`config.mk`:
```
export PLATFORM = sky130hd
export DESIGN_NAME = motion_command_safety_supervisor
export DESIGN_NICKNAME = d
export VERILOG_FILES = /design/src/design/mcss_pkg.sv /design/src/design/mcss_regs.sv /design/src/design/mcss_ctrl.sv /design/src/design/motion_command_safety_supervisor.sv
export VERILOG_INCLUDE_DIRS = /design/src /design/src/design
export SDC_FILE = /design/constraint.sdc
export NUM_CORES = 1
export LEC_CHECK = 0
export ABC_AREA = 1
export BUFFER_PORTS_ARGS = -buffer_cell sky130_fd_sc_hd__clkbuf_2
export CAP_MARGIN = 25
export CORE_MARGIN = 3
export CORE_UTILIZATION = 54
export CTS_BUF_LIST = sky130_fd_sc_hd__clkbuf_4 sky130_fd_sc_hd__clkbuf_8 sky130_fd_sc_hd__clkbuf_16
export DETAILED_ROUTE_END_ITERATION = 8
export GPL_TIMING_DRIVEN = 0
export PLACE_DENSITY = 0.77
export SYNTH_ARGS = -nofsm -noshare
export SYNTH_HDL_FRONTEND = slang
export SYNTH_SLANG_ARGS = --single-unit
```
`constraint.sdc`:
```
create_clock -name clock -period 3.6 [get_ports clock]
set_input_delay 0.18 -clock clock [delete_from_list [all_inputs] [get_ports clock]]
set_output_delay 0.18 -clock clock [all_outputs]
set_load 0.005 [all_outputs]
```
`src/design/motion_command_safety_supervisor_macros.svh`:
```
// assertion macros for the motion command safety supervisor
// used by the top level only; expects a signal named clock and one named reset in scope
`ifndef MOTION_COMMAND_SAFETY_SUPERVISOR_MACROS_SVH
`define MOTION_COMMAND_SAFETY_SUPERVISOR_MACROS_SVH

// checked on every edge outside reset
`define MCSS_ASSERT(lbl, prop, msg) \
   lbl: assert property (@(posedge clock) disable iff (reset) prop) else $error(msg);

// checked on every edge, reset included
`define MCSS_ASSERT_ALWAYS(lbl, prop, msg) \
   lbl: assert property (@(posedge clock) prop) else $error(msg);

`endif

```
`src/design/mcss_pkg.sv`:
```
// types and constants of the motion command safety supervisor
// no dependencies
`timescale 1ns / 1ps

package mcss_pkg;

   localparam int unsigned ADDR_WIDTH = 5;
   localparam int unsigned DATA_WIDTH = 32;

   localparam logic [31:0] MAX_DISTANCE_RESET      = 32'd65536;
   localparam logic [31:0] MAX_TURN_RESET          = 32'd23592960;
   localparam logic [31:0] LEASE_TIMEOUT_RESET     = 32'd1000;
   localparam logic [15:0] OBSTACLE_LIMIT_RESET    = 16'd200;
   localparam logic [31:0] LOSS_TIMEOUT_RESET      = 32'd500;

   typedef enum logic [2:0] {
      REG_MAX_DISTANCE   = 3'd0,
      REG_MAX_TURN       = 3'd1,
      REG_LEASE_TIMEOUT  = 3'd2,
      REG_OBSTACLE_LIMIT = 3'd3,
      REG_LOSS_TIMEOUT   = 3'd4
   } reg_index_type;

   typedef enum logic [2:0] {
      OP_TICK    = 3'd0,
      OP_FWD     = 3'd1,
      OP_BACK    = 3'd2,
      OP_LEFT    = 3'd3,
      OP_RIGHT   = 3'd4,
      OP_STOP    = 3'd5,
      OP_REFRESH = 3'd6,
      OP_BEGIN   = 3'd7
   } opcode_type;

   typedef enum logic [1:0] {
      MODE_IDLE   = 2'd0,
      MODE_CENTER = 2'd1,
      MODE_FWD    = 2'd2,
      MODE_OTHER  = 2'd3
   } mode_type;

   typedef enum logic [2:0] {
      CMD_NONE  = 3'd0,
      CMD_STOP  = 3'd1,
      CMD_FWD   = 3'd2,
      CMD_BACK  = 3'd3,
      CMD_LEFT  = 3'd4,
      CMD_RIGHT = 3'd5
   } cmd_type;

   typedef struct packed {
      logic [2:0]  opcode;
      logic [31:0] now_ms;
      logic [31:0] amount;
      logic        motor_busy;
      logic        scan_done;
      logic        scan_ok;
      logic [15:0] scan_mm;
      logic        range_ok;
      logic [15:0] range_mm;
   } req_item_type;

   typedef struct packed {
      logic        accepted;
      logic [2:0]  motor_cmd;
      logic [31:0] motor_amount;
      logic        look_center;
      logic [1:0]  mode_now;
      logic        busy_res;
   } rsp_item_type;

   typedef struct packed {
      logic [31:0] max_distance;
      logic [31:0] max_turn;
      logic [31:0] lease_timeout_ms;
      logic [15:0] obstacle_limit_mm;
      logic [31:0] loss_timeout_ms;
   } cfg_type;

endpackage

```
`src/design/mcss_regs.sv`:
```
// configuration register bank with a two-phase register port
// depends on mcss_pkg
`timescale 1ns / 1ps

module mcss_regs
   import mcss_pkg::*;
(
   input  logic                  clock,
   input  logic                  reset,
   input  logic                  psel,
   input  logic                  penable,
   input  logic                  pwrite,
   input  logic [ADDR_WIDTH-1:0] paddr,
   input  logic [DATA_WIDTH-1:0] pwdata,
   output logic [DATA_WIDTH-1:0] prdata,
   output logic                  pready,
   output cfg_type               cfg
);

   cfg_type       cfg_ff;
   cfg_type       cfg_in;
   logic          wr_en;
   reg_index_type idx;

   assign pready = 1'b1;
   assign wr_en  = psel & penable & pwrite;
   assign idx    = reg_index_type'(paddr[ADDR_WIDTH-1:2]);
   assign cfg    = cfg_ff;

   always_comb begin
      cfg_in = cfg_ff;
      if (wr_en && (paddr[1:0] == 2'b00)) begin
         case (idx)
            REG_MAX_DISTANCE:   cfg_in.max_distance      = pwdata;
            REG_MAX_TURN:       cfg_in.max_turn          = pwdata;
            REG_LEASE_TIMEOUT:  cfg_in.lease_timeout_ms  = pwdata;
            REG_OBSTACLE_LIMIT: cfg_in.obstacle_limit_mm = pwdata[15:0];
            REG_LOSS_TIMEOUT:   cfg_in.loss_timeout_ms   = pwdata;
            default:            cfg_in = cfg_ff;
         endcase
      end
   end

   always_comb begin
      case (idx)
         REG_MAX_DISTANCE:   prdata = cfg_ff.max_distance;
         REG_MAX_TURN:       prdata = cfg_ff.max_turn;
         REG_LEASE_TIMEOUT:  prdata = cfg_ff.lease_timeout_ms;
         REG_OBSTACLE_LIMIT: prdata = {16'd0, cfg_ff.obstacle_limit_mm};
         REG_LOSS_TIMEOUT:   prdata = cfg_ff.loss_timeout_ms;
         default:            prdata = '0;
      endcase
   end

   always_ff @(posedge clock) begin
      if (reset) begin
         cfg_ff.max_distance      <= MAX_DISTANCE_RESET;
         cfg_ff.max_turn          <= MAX_TURN_RESET;
         cfg_ff.lease_timeout_ms  <= LEASE_TIMEOUT_RESET;
         cfg_ff.obstacle_limit_mm <= OBSTACLE_LIMIT_RESET;
         cfg_ff.loss_timeout_ms   <= LOSS_TIMEOUT_RESET;
      end else begin
         cfg_ff <= cfg_in;
      end
   end

endmodule

```
`src/design/mcss_ctrl.sv`:
```
// supervisor state machine: mode, lease, lost-reading tracking and result decode
// depends on mcss_pkg
`timescale 1ns / 1ps

module mcss_ctrl
   import mcss_pkg::*;
(
   input  logic         clock,
   input  logic         reset,
   input  logic         step,
   input  req_item_type item,
   input  cfg_type      cfg,
   output rsp_item_type result
);

   mode_type    mode_ff, mode_in;
   logic [31:0] pending_ff, pending_in;
   logic        lost_ff, lost_in;
   logic [31:0] lost_since_ff, lost_since_in;
   logic [31:0] lease_start_ff, lease_start_in;

   opcode_type  op;
   logic        lease_exp;
   logic        loss_exp;
   logic        scan_near;
   logic        range_near;
   logic        is_submit;
   logic        is_turn;
   logic [31:0] limit;
   logic        sub_ok;
   logic        center_halt;
   logic        fwd_halt;
   logic        tick_halt;
   logic        go_fwd;

   assign op         = opcode_type'(item.opcode);
   assign lease_exp  = (item.now_ms - lease_start_ff) >= cfg.lease_timeout_ms;
   assign loss_exp   = (item.now_ms - lost_since_ff) >= cfg.loss_timeout_ms;
   assign scan_near  = item.scan_mm < cfg.obstacle_limit_mm;
   assign range_near = item.range_mm < cfg.obstacle_limit_mm;
   assign is_submit  = (op == OP_FWD) || (op == OP_BACK) || (op == OP_LEFT) || (op == OP_RIGHT);
   assign is_turn    = (op == OP_LEFT) || (op == OP_RIGHT);
   assign limit      = is_turn ? cfg.max_turn : cfg.max_distance;
   assign sub_ok     = is_submit && (mode_ff == MODE_IDLE) && !item.motor_busy
                       && (item.amount != 32'd0) && (item.amount <= limit);

   assign center_halt = (mode_ff == MODE_CENTER) && item.scan_done
                        && (!item.scan_ok || scan_near);
   assign fwd_halt    = (mode_ff == MODE_FWD)
                        && ((item.range_ok && range_near) || (!item.range_ok && lost_ff && loss_exp));
   assign tick_halt   = lease_exp || center_halt || fwd_halt;
   assign go_fwd      = !lease_exp && (mode_ff == MODE_CENTER) && item.scan_done
                        && item.scan_ok && !scan_near;

   // next state
   always_comb begin
      mode_in        = mode_ff;
      pending_in     = pending_ff;
      lost_in        = lost_ff;
      lost_since_in  = lost_since_ff;
      lease_start_in = lease_start_ff;
      case (op)
         OP_TICK: begin
            if (tick_halt) begin
               mode_in = MODE_IDLE;
               lost_in = 1'b0;
            end else if (go_fwd) begin
               mode_in = MODE_FWD;
               lost_in = 1'b0;
            end else if (mode_ff == MODE_FWD) begin
               if (item.range_ok) begin
                  lost_in = 1'b0;
               end else if (!lost_ff) begin
                  lost_in       = 1'b1;
                  lost_since_in = item.now_ms;
               end
               if (!item.motor_busy) begin
                  mode_in = MODE_IDLE;
               end
            end else if ((mode_ff == MODE_OTHER) && !item.motor_busy) begin
               mode_in = MODE_IDLE;
            end
         end
         OP_FWD: begin
            if (sub_ok) begin
               mode_in    = MODE_CENTER;
               pending_in = item.amount;
               lost_in    = 1'b0;
            end
         end
         OP_BACK, OP_LEFT, OP_RIGHT: begin
            if (sub_ok) begin
               mode_in = MODE_OTHER;
            end
         end
         OP_STOP: begin
            mode_in = MODE_IDLE;
            lost_in = 1'b0;
         end
         OP_REFRESH: begin
            lease_start_in = item.now_ms;
         end
         OP_BEGIN: begin
            mode_in        = MODE_IDLE;
            lease_start_in = item.now_ms;
         end
         default: begin
            mode_in = mode_ff;
         end
      endcase
   end

   // result
   always_comb begin
      result              = '0;
      result.accepted     = sub_ok;
      result.motor_cmd    = CMD_NONE;
      result.motor_amount = 32'd0;
      case (op)
         OP_TICK: begin
            if (tick_halt) begin
               result.motor_cmd = CMD_STOP;
            end else if (go_fwd) begin
               result.motor_cmd    = CMD_FWD;
               result.motor_amount = pending_ff;
            end
         end
         OP_FWD: begin
            result.look_center = sub_ok;
         end
         OP_BACK: begin
            if (sub_ok) begin
               result.motor_cmd    = CMD_BACK;
               result.motor_amount = item.amount;
            end
         end
         OP_LEFT: begin
            if (sub_ok) begin
               result.motor_cmd    = CMD_LEFT;
               result.motor_amount = item.amount;
            end
         end
         OP_RIGHT: begin
            if (sub_ok) begin
               result.motor_cmd    = CMD_RIGHT;
               result.motor_amount = item.amount;
            end
         end
         OP_STOP: begin
            result.motor_cmd = CMD_STOP;
         end
         OP_REFRESH: begin
            result.motor_cmd = CMD_NONE;
         end
         OP_BEGIN: begin
            result.motor_cmd   = CMD_STOP;
            result.look_center = 1'b1;
         end
         default: begin
            result.motor_cmd = CMD_NONE;
         end
      endcase
      result.mode_now = mode_in;
      result.busy_res = (mode_in != MODE_IDLE) || item.motor_busy;
   end

   always_ff @(posedge clock) begin
      if (reset) begin
         mode_ff        <= MODE_IDLE;
         pending_ff     <= '0;
         lost_ff        <= 1'b0;
         lost_since_ff  <= '0;
         lease_start_ff <= '0;
      end else if (step) begin
         mode_ff        <= mode_in;
         pending_ff     <= pending_in;
         lost_ff        <= lost_in;
         lost_since_ff  <= lost_since_in;
         lease_start_ff <= lease_start_in;
      end
   end

endmodule

```
`src/design/motion_command_safety_supervisor.sv`:
```
// channel     | direction | handshake          | payload
// req         | in        | req_valid/stall    | req_item_type
// rsp         | out       | rsp_valid/stall    | rsp_item_type
// csr         | in/out    | psel/penable/pwrite| 32-bit register data
// one transaction per cycle sustained while rsp is not stalled; the accepting edge
// loads the input register; the result register, which drives rsp_valid, is loaded
// as the transaction leaves the input register, and the supervisor state updates with it
// synchronous reset returns the valid flags, state and configuration to reset values
// a stalled result holds the input register, which then stalls req
// top level; depends on mcss_pkg, mcss_regs, mcss_ctrl and the macros header
`timescale 1ns / 1ps

`include "motion_command_safety_supervisor_macros.svh"

module motion_command_safety_supervisor
   import mcss_pkg::*;
(
   input  logic                  clock,
   input  logic                  reset,
   input  logic                  req_valid,
   output logic                  req_stall,
   input  req_item_type          req_payload,
   output logic                  rsp_valid,
   input  logic                  rsp_stall,
   output rsp_item_type          rsp_payload,
   input  logic                  psel,
   input  logic                  penable,
   input  logic                  pwrite,
   input  logic [ADDR_WIDTH-1:0] paddr,
   input  logic [DATA_WIDTH-1:0] pwdata,
   output logic [DATA_WIDTH-1:0] prdata,
   output logic                  pready
);

   cfg_type      cfg;
   logic         in_valid_ff, in_valid_in;
   req_item_type in_item_ff;
   logic         out_valid_ff, out_valid_in;
   rsp_item_type out_item_ff;
   rsp_item_type result;
   logic         advance;
   logic         req_take;
   logic         stop_step;
   logic         lease_stop_step;
   logic         stop_out;

   mcss_regs u_regs (
      .clock   (clock),
      .reset   (reset),
      .psel    (psel),
      .penable (penable),
      .pwrite  (pwrite),
      .paddr   (paddr),
      .pwdata  (pwdata),
      .prdata  (prdata),
      .pready  (pready),
      .cfg     (cfg)
   );

   mcss_ctrl u_ctrl (
      .clock  (clock),
      .reset  (reset),
      .step   (advance),
      .item   (in_item_ff),
      .cfg    (cfg),
      .result (result)
   );

   assign advance   = in_valid_ff && (!out_valid_ff || !rsp_stall);
   assign req_stall = in_valid_ff && !advance;
   assign req_take  = req_valid && !req_stall;

   assign rsp_valid   = out_valid_ff;
   assign rsp_payload = out_item_ff;

   always_comb begin
      if (req_take) begin
         in_valid_in = 1'b1;
      end else if (advance) begin
         in_valid_in = 1'b0;
      end else begin
         in_valid_in = in_valid_ff;
      end
      if (advance) begin
         out_valid_in = 1'b1;
      end else if (rsp_stall) begin
         out_valid_in = out_valid_ff;
      end else begin
         out_valid_in = 1'b0;
      end
   end

   always_ff @(posedge clock) begin
      if (reset) begin
         in_valid_ff  <= 1'b0;
         out_valid_ff <= 1'b0;
      end else begin
         in_valid_ff  <= in_valid_in;
         out_valid_ff <= out_valid_in;
      end
   end

   always_ff @(posedge clock) begin
      if (req_take) begin
         in_item_ff <= req_payload;
      end
      if (advance) begin
         out_item_ff <= result;
      end
   end

   assign stop_step       = advance && (in_item_ff.opcode == OP_STOP);
   assign lease_stop_step = advance && (in_item_ff.opcode == OP_TICK)
                            && (cfg.lease_timeout_ms == 32'd0);
   assign stop_out        = rsp_valid && (rsp_payload.mode_now == MODE_IDLE)
                            && (rsp_payload.motor_cmd == CMD_STOP);

   `MCSS_ASSERT(a_take_loads, req_valid && !req_stall |=> in_valid_ff, "accepted transaction lost")
   `MCSS_ASSERT(a_stop_idles, stop_step |=> stop_out, "stop did not halt")
   `MCSS_ASSERT(a_zero_lease, lease_stop_step |=> stop_out, "expired lease did not stop")
   `MCSS_ASSERT_ALWAYS(a_reset_empty, reset |=> !rsp_valid && !req_stall, "pipeline not empty")

endmodule
```
==> qor.csv, run 1 <==
stage,metric,value,unit
clock_tree,CTS sink count,388,
routing,Detail Route Antenna Nets,0,
pwr,overall power,0.01131,W
floorplanning,Core Region,37930,um2
clock_tree,clock tree buffer depth,3,
critical_path,WP data arrival,5.05,ns
critical_path,Worst setup SP type,flop,
routing,WL final,73.04,mm
clock_tree,CTS Buf Count,44,
yosys,Mapped Avg Cell Area,8.131,um2
sta,Max Clk Rate,220.0,MHz
finish,Synth-to-Final Area Change,31.46,%
finish,NumNets Final,3397,
sta,Worst-Margin Slew,1.008,ns
floorplanning,I/O Pins,222,
sta,Max-slew headroom,0.3226,
yosys,total number of yosys warnings,0,
placement,I/O Buffers,220,
floorplanning,num rows,71,
pwr,worst vdd ir,0.0004347,V
finish,layout cells sized above 1,0.1833,
critical_path,critical path required time,4.10,ns
finish,final design utilization,0.7253,
sta,Setup WS post-layout,-0.9447,ns
finish,most common library cell in the layout ignoring fill and taps,nand2_1,
sta,"Setup violations, final",72,
routing,Via Count,20790,
pwr,Static Leak,11.73,nW
critical_path,class of the most critical setup path,reg -> reg,
sta,unrepaired setup endpoints after global routing,yes,
finish,fillcell total,2779,
routing,routed len/inst,20.24,um
yosys,Synth Register Bits,388,
floorplanning,die height,202.9,um
floorplanning,DIE AREA,41160,um2
yosys,synthesized area,20930,um2
clock_tree,H-tree depth,2,
pwr,PD cells,410.9,nW/um2
yosys,post-synthesis sequential area ratio,0.4395,
status,failing checks,negative setup slack,
sta,post-route clock period utilization,1.262,
status,status,"complete, but fails checks",
global_route,GRT overflow,0,
placement,placer's final routability congestion estimate,0.9801,
critical_path,Crit-path slowest cell,edfxtp_1,
routing,first-pass iteration count of the detailed router,6,
critical_path,crit-path most repeated cell,nand2_2,
flow_run,maxcap violations,0,
routing,detailed-route vias per instance,5.760,
yosys,Post-synth ARST share,0,
clock_tree,"Clk Latency, worst-skew pair",0.59,ns
global_route,initial antenna violation count,5,
finish,Reg area,9199,um2
critical_path,worst stage delay on the critical path,0.40,ns
global_route,first-pass GRT wire length,109.9,mm
sta,min Tclk post-route,4.545,ns
routing,DR DRC count,0,
yosys,number of enable flip-flop cells after synthesis,143,
floorplanning,initial cell density of the core,0.5517,
sta,Final Skew,0.02155,ns
global_route,largest net degree at the start of global routing,56,
clock_tree,CTS root buf,clkbuf_16,
global_route,global-route usage over all layers,0.3389,
critical_path,crit path capture type,flop,
finish,area of the multi-input gates,11100,um2
finish,most frequent cells in the layout,"nand2_1, inv_1, nor2_1",
yosys,"Distinct cells, synth",41,
floorplanning,DIE WIDTH,202.9,um
global_route,vias in the first global route,20170,
clock_tree,CTS tree,built,
clock_tree,Clock transition at path regs,0.06,ns
sta,Final Max Slew Viols,0,
yosys,cell count after synthesis,2574,
yosys,Post-Syn Nets,2911,
critical_path,Critical Path Fanout Max,8,
placement,hpwl dp,51.14,mm
yosys,top_reg_cell synth,dfxtp_1,
routing,initial DRC count,1923,
hold_path,HP Class,in -> reg,
sta,final hold violations,0,
## worst paths after layout
kind | slack, ns | cells after the start | startpoint | end
setup / recovery | -0.94 | 37 | in_item_ff[68]$_DFFE_PP_ | u_ctrl.lost_since_ff[18]$_SDFFE_PP0P_
hold / removal | 0.15 | 5 | paddr[0] | u_regs.cfg[111]$_SDFFE_PP0P_
setup reg to reg | -0.94 | 37 | in_item_ff[68]$_DFFE_PP_ | u_ctrl.lost_since_ff[18]$_SDFFE_PP0P_
hold reg to reg | 0.45 | 2 | u_ctrl.pending_ff[13]$_SDFFE_PP0P_ | u_ctrl.pending_ff[13]$_SDFFE_PP0P_
## kinds of logic after synthesis
group	count (synthesis)	share of synthesized area
DFF	388	0.4395
muxes	31	0.01483
AOI/OAI and AO/OA	638	0.1676
xor gates and xnor gates	60	0.02511
other	1	0.0001792
and+or+nand+nor	837	0.1606
buffers and inverters	429	0.07790
adders and majority gates	190	0.1143
## registers in the layout, indices dropped and copies added (netlist names)
signal                 cells
in_item_ff               103
u_ctrl.lease_start_ff     32
in_valid_ff                1
u_ctrl.pending_ff         32
u_ctrl.lost_since_ff      32
u_ctrl.lost_ff             1
rsp_payload               40
rsp_valid                  1
u_regs.cfg               144
u_ctrl.mode_ff             2
## Yosys cell counts, types with 17 or more instances
master,number,area share
nand4_1,18,0.0054
inv_1,328,0.059
o21ai_1,31,0.0074
o22ai_1,48,0.014
a21oi_1,246,0.059
nor3_1,53,0.013
nand2_1,410,0.074
o21ai_0,232,0.055
nand3_1,34,0.0081
xnor2_1,25,0.010
edfxtp_1,143,0.21
dfxtp_1,245,0.23
o211ai_1,17,0.0061
clkbuf_1,74,0.013
xor2_1,35,0.015
ha_1,188,0.11
nor2_1,302,0.054
mux2i_1,31,0.015
## repair_timing
action	4_1_cts	5_1_grt
buffers inserted	50	21
gates resized for setup	135	94
pin swaps	34	46
gates cloned	8	1
endpoints found under the hold margin	229	0
setup endpoints to repair	107	104
hold buffers	138	0
## per-layer routing
metal	vias to the layer above	GRT usage	part of all wire	wire length, um
met1	9664	0.4249	0.38	27940
met5	-	0	0.00015	11
met4	2	0.1618	0.055	4013
li1	9700	-	-	-
met3	249	0.06894	0.099	7219
met2	1173	0.5621	0.46	33860
## per-stage QoR
| step | area (um2) | instances | TNS (ns) | setup slack [ns] | hold slack, ns |
|---|---|---|---|---|---|
| after global routing | 27510 | 3609 | -79.82 | -1.185 | 0.1887 |
| after global placement | 22830 | 3305 | -190.85 | -1.840 | 0.3565 |
| final | 27510 | 3609 | -63.16 | -0.9447 | 0.1508 |
| after floorplan | 21090 | 2574 | -3.134 | -0.05703 | 0.2491 |
| after detailed placement | 22880 | 3307 | -101.65 | -1.279 | 0.3586 |
| after CTS | 26950 | 3583 | -55.72 | -0.8373 | 0.1359 |
## power breakdown
group / total (W) / switching [W] / internal [W]
registers: 0.00476 / 0.0000908 / 0.00467
logic: 0.00183 / 0.00107 / 0.000757
clock network: 0.00472 / 0.00188 / 0.00283
total: 0.0113 / 0.00305 / 0.00826
## worst max-delay path: cells and delay by family (launching register included)
family,cells,cell delay [ns]
fa+ha+maj,3,0.83
buf+inv,5,0.55
compound gates,2,0.43
flops,1,0.40
simple gates,27,2.24
## layout make-up
cell class,count,share of cell area
Multi-Input combinational cell,1758,0.4034
Sequential cell,388,0.3343
Timing Repair Buffer,439,0.1171
Clock buffer,62,0.04752
Inverter,334,0.04593
Tap cell,511,0.02324
Buffer,95,0.02037
Clock inverter,18,0.007776
Antenna cell,4,0.0003638
Power figures use the tool's default switching activity.
==> inputs of run 2 (changes only) <==
--- a/config.mk
+++ b/config.mk
@@ -11,7 +11,6 @@
 export CAP_MARGIN = 25
 export CORE_MARGIN = 3
 export CORE_UTILIZATION = 54
-export CTS_BUF_LIST = sky130_fd_sc_hd__clkbuf_4 sky130_fd_sc_hd__clkbuf_8 sky130_fd_sc_hd__clkbuf_16
 export DETAILED_ROUTE_END_ITERATION = 8
 export GPL_TIMING_DRIVEN = 0
 export PLACE_DENSITY = 0.77
==> qor.csv, run 2 (synthesis gave the netlist of run 1 again) <==
stage,metric,value,unit
clock_tree,"Clk Latency, worst-skew pair",0.59,ns
finish,final design utilization,0.7258,
sta,post-route clock period utilization,1.268,
critical_path,worst stage delay on the critical path,0.40,ns
pwr,Pint,0.008187,W
sta,"Setup violations, final",72,
sta,Final Skew,0.01995,ns
clock_tree,CTS root buf,clkbuf_16,
critical_path,critical path required time,3.94,ns
sta,Max-slew headroom,0.3379,
placement,hpwl dp,51.14,mm
finish,layout cells sized above 1,0.1835,
placement,DP Area,22880,um2
routing,routed len/inst,20.36,um
global_route,initial antenna violation count,6,
status,failing checks,negative setup slack,
hold_path,HP Class,in -> reg,
clock_tree,CTS sink count,388,
floorplanning,die height,202.9,um
global_route,GRT overflow,0,
clock_tree,CTS Buf Count,44,
placement,placer's final routability congestion estimate,0.9801,
critical_path,Critical Path Fanout Max,3,
pwr,P_sw,0.003084,W
floorplanning,num rows,71,
placement,dpl cells,3307,
floorplanning,initial cell density of the core,0.5517,
routing,detailed-route vias per instance,5.769,
sta,Max Clk Rate,219.1,MHz
status,status,"complete, but fails checks",
sta,min Tclk post-route,4.565,ns
sta,Setup WS post-layout,-0.9649,ns
finish,most frequent cells in the layout,"nand2_1, inv_1, nor2_1",
global_route,first-pass GRT wire length,110.5,mm
global_route,vias in the first global route,20160,
routing,first-pass iteration count of the detailed router,6,
sta,hold slack,0.1490,ns
critical_path,WP data arrival,4.91,ns
floorplanning,Core Region,37930,um2
pwr,Static Leak,11.69,nW
pwr,Comb power frac,0.165,
flow_run,maxcap violations,0,
pwr,Sw Ratio,0.2736,
finish,fillcell total,2799,
floorplanning,I/O Pins,222,
finish,most common library cell in the layout ignoring fill and taps,nand2_1,
finish,NumNets Final,3403,
placement,I/O Buffers,220,
routing,WL final,73.66,mm
finish,max reg flops,144,
critical_path,CP bufs+invs,15,
clock_tree,H-tree depth,2,
global_route,largest net degree at the start of global routing,56,
critical_path,cell family with most CP delay,buffers and inverters,
critical_path,class of the most critical setup path,reg -> reg,
clock_tree,clock tree buffer depth,3,
placement,Post-Place Setup Slack,-1.279,ns
critical_path,Worst setup SP type,flop,
clock_tree,CTS tree,built,
sta,final hold violations,0,
global_route,global-route usage over all layers,0.3412,
floorplanning,DIE AREA,41160,um2
sta,unrepaired setup endpoints after global routing,yes,
pwr,sequential power share,0.422,
finish,Synth-to-Final Area Change,31.55,%
pwr,Clock power frac,0.413,
critical_path,crit-path most repeated cell,buf_4,
routing,initial DRC count,2131,
routing,DR DRC count,0,
sta,Final Max Slew Viols,0,
routing,Detail Route Antenna Nets,0,
sta,Worst-Margin Slew,0.9856,ns
finish,post-route cell area,27530,um2
clock_tree,Clock transition at path regs,0.06,ns
pwr,PD cells,409.4,nW/um2
finish,Non-Filler Instances,3617,
floorplanning,DIE WIDTH,202.9,um
pwr,worst vdd ir,0.0004335,V
critical_path,crit path capture type,flop,
critical_path,Crit-path slowest cell,edfxtp_1,
routing,Via Count,20870,
-- run 2: changes by cell type in the layout (fill, tap and decap cells not counted), moves of 2 or more --
| cell | before | now |
|---|---|---|
| buf_2 | 6 | 8 |
| clkbuf_4 | 12 | 0 |
| nand2_2 | 45 | 48 |
| buf_6 | 15 | 11 |
| mux2i_2 | 4 | 6 |
| mux2i_4 | 3 | 5 |
| diode_2 | 4 | 6 |
| nand2_1 | 352 | 350 |
| clkbuf_1 | 69 | 80 |
| inv_1 | 320 | 318 |
| buf_4 | 65 | 73 |
| mux2i_1 | 24 | 20 |
| inv_2 | 8 | 10 |
| nor2_2 | 8 | 6 |
-- run 2: final timing paths --
path                                      from                           endpoint  slack [ns]  cells after the start
max                   in_item_ff[68]$_DFFE_PP_           rsp_payload[0]$_DFFE_PP_       -0.96                     32
min reg2reg  u_ctrl.pending_ff[6]$_SDFFE_PP0P_  u_ctrl.pending_ff[6]$_SDFFE_PP0P_        0.46                      2
min                                   paddr[0]       u_regs.cfg[111]$_SDFFE_PP0P_        0.15                      5
max reg2reg           in_item_ff[68]$_DFFE_PP_           rsp_payload[0]$_DFFE_PP_       -0.96                     32
-- run 2: cell type report --
cell class | instances | area [um2] | share of cell area
Buffer | 95 | 543.0 | 0.01972
Inverter | 334 | 1264 | 0.04590
Tap cell | 511 | 639.4 | 0.02322
Antenna cell | 6 | 15.01 | 0.0005453
Sequential cell | 388 | 9199 | 0.3341
Clock inverter | 18 | 214.0 | 0.007771
Multi-Input combinational cell | 1758 | 11130 | 0.4044
Timing Repair Buffer | 445 | 3261 | 0.1184
Clock buffer | 62 | 1264 | 0.04590
-- run 2: worst register-to-register path, delay by kind of cell (launching register included) --
family,cells,cell delay [ns]
flip-flops,1,0.40
AND/OR/NAND/NOR,13,1.30
XOR/XNOR,1,0.11
buffers and inverters,15,1.72
adder cells (fa/ha/maj),3,0.78
-- run 2: metrics by stage --
stage	setup TNS [ns]	power, W
after CTS	-55.36	0.01110
after detailed placement	-101.65	0.006251
final	-62.69	0.01127
after global routing	-79.15	0.01164
after global placement	-190.85	0.006201
after floorplan	-3.134	0.005740
-- run 2: power groups by stage --
| stage | combinational [W] | sequential (W) | clock, W |
|---|---|---|---|
| 3_3_place_gp | 0.00134 | 0.00486 | 0 |
| 5_1_grt | 0.00203 | 0.00477 | 0.00484 |
| 3_5_place_dp | 0.00140 | 0.00485 | 0 |
| 4_1_cts | 0.00170 | 0.00476 | 0.00464 |
| 6_report | 0.00186 | 0.00476 | 0.00465 |
| 2_1_floorplan | 0.000918 | 0.00482 | 0 |
-- run 2: what timing repair did --
item | 4_1_cts | 5_1_grt
resized for setup | 127 | 107
hold buffers | 138 | 0
endpoints found under the setup margin | 107 | 104
setup buffers | 53 | 24
endpoints found under the hold margin | 229 | 0
gates cloned | 8 | 1
pin swaps | 34 | 56
-- run 2: layer usage --
| layer | GRT usage | part of all wire |
|---|---|---|
| met3 | 0.06429 | 0.094 |
| met2 | 0.5657 | 0.46 |
| met5 | 0 | 0 |
| met1 | 0.4337 | 0.39 |
| met4 | 0.1571 | 0.054 |
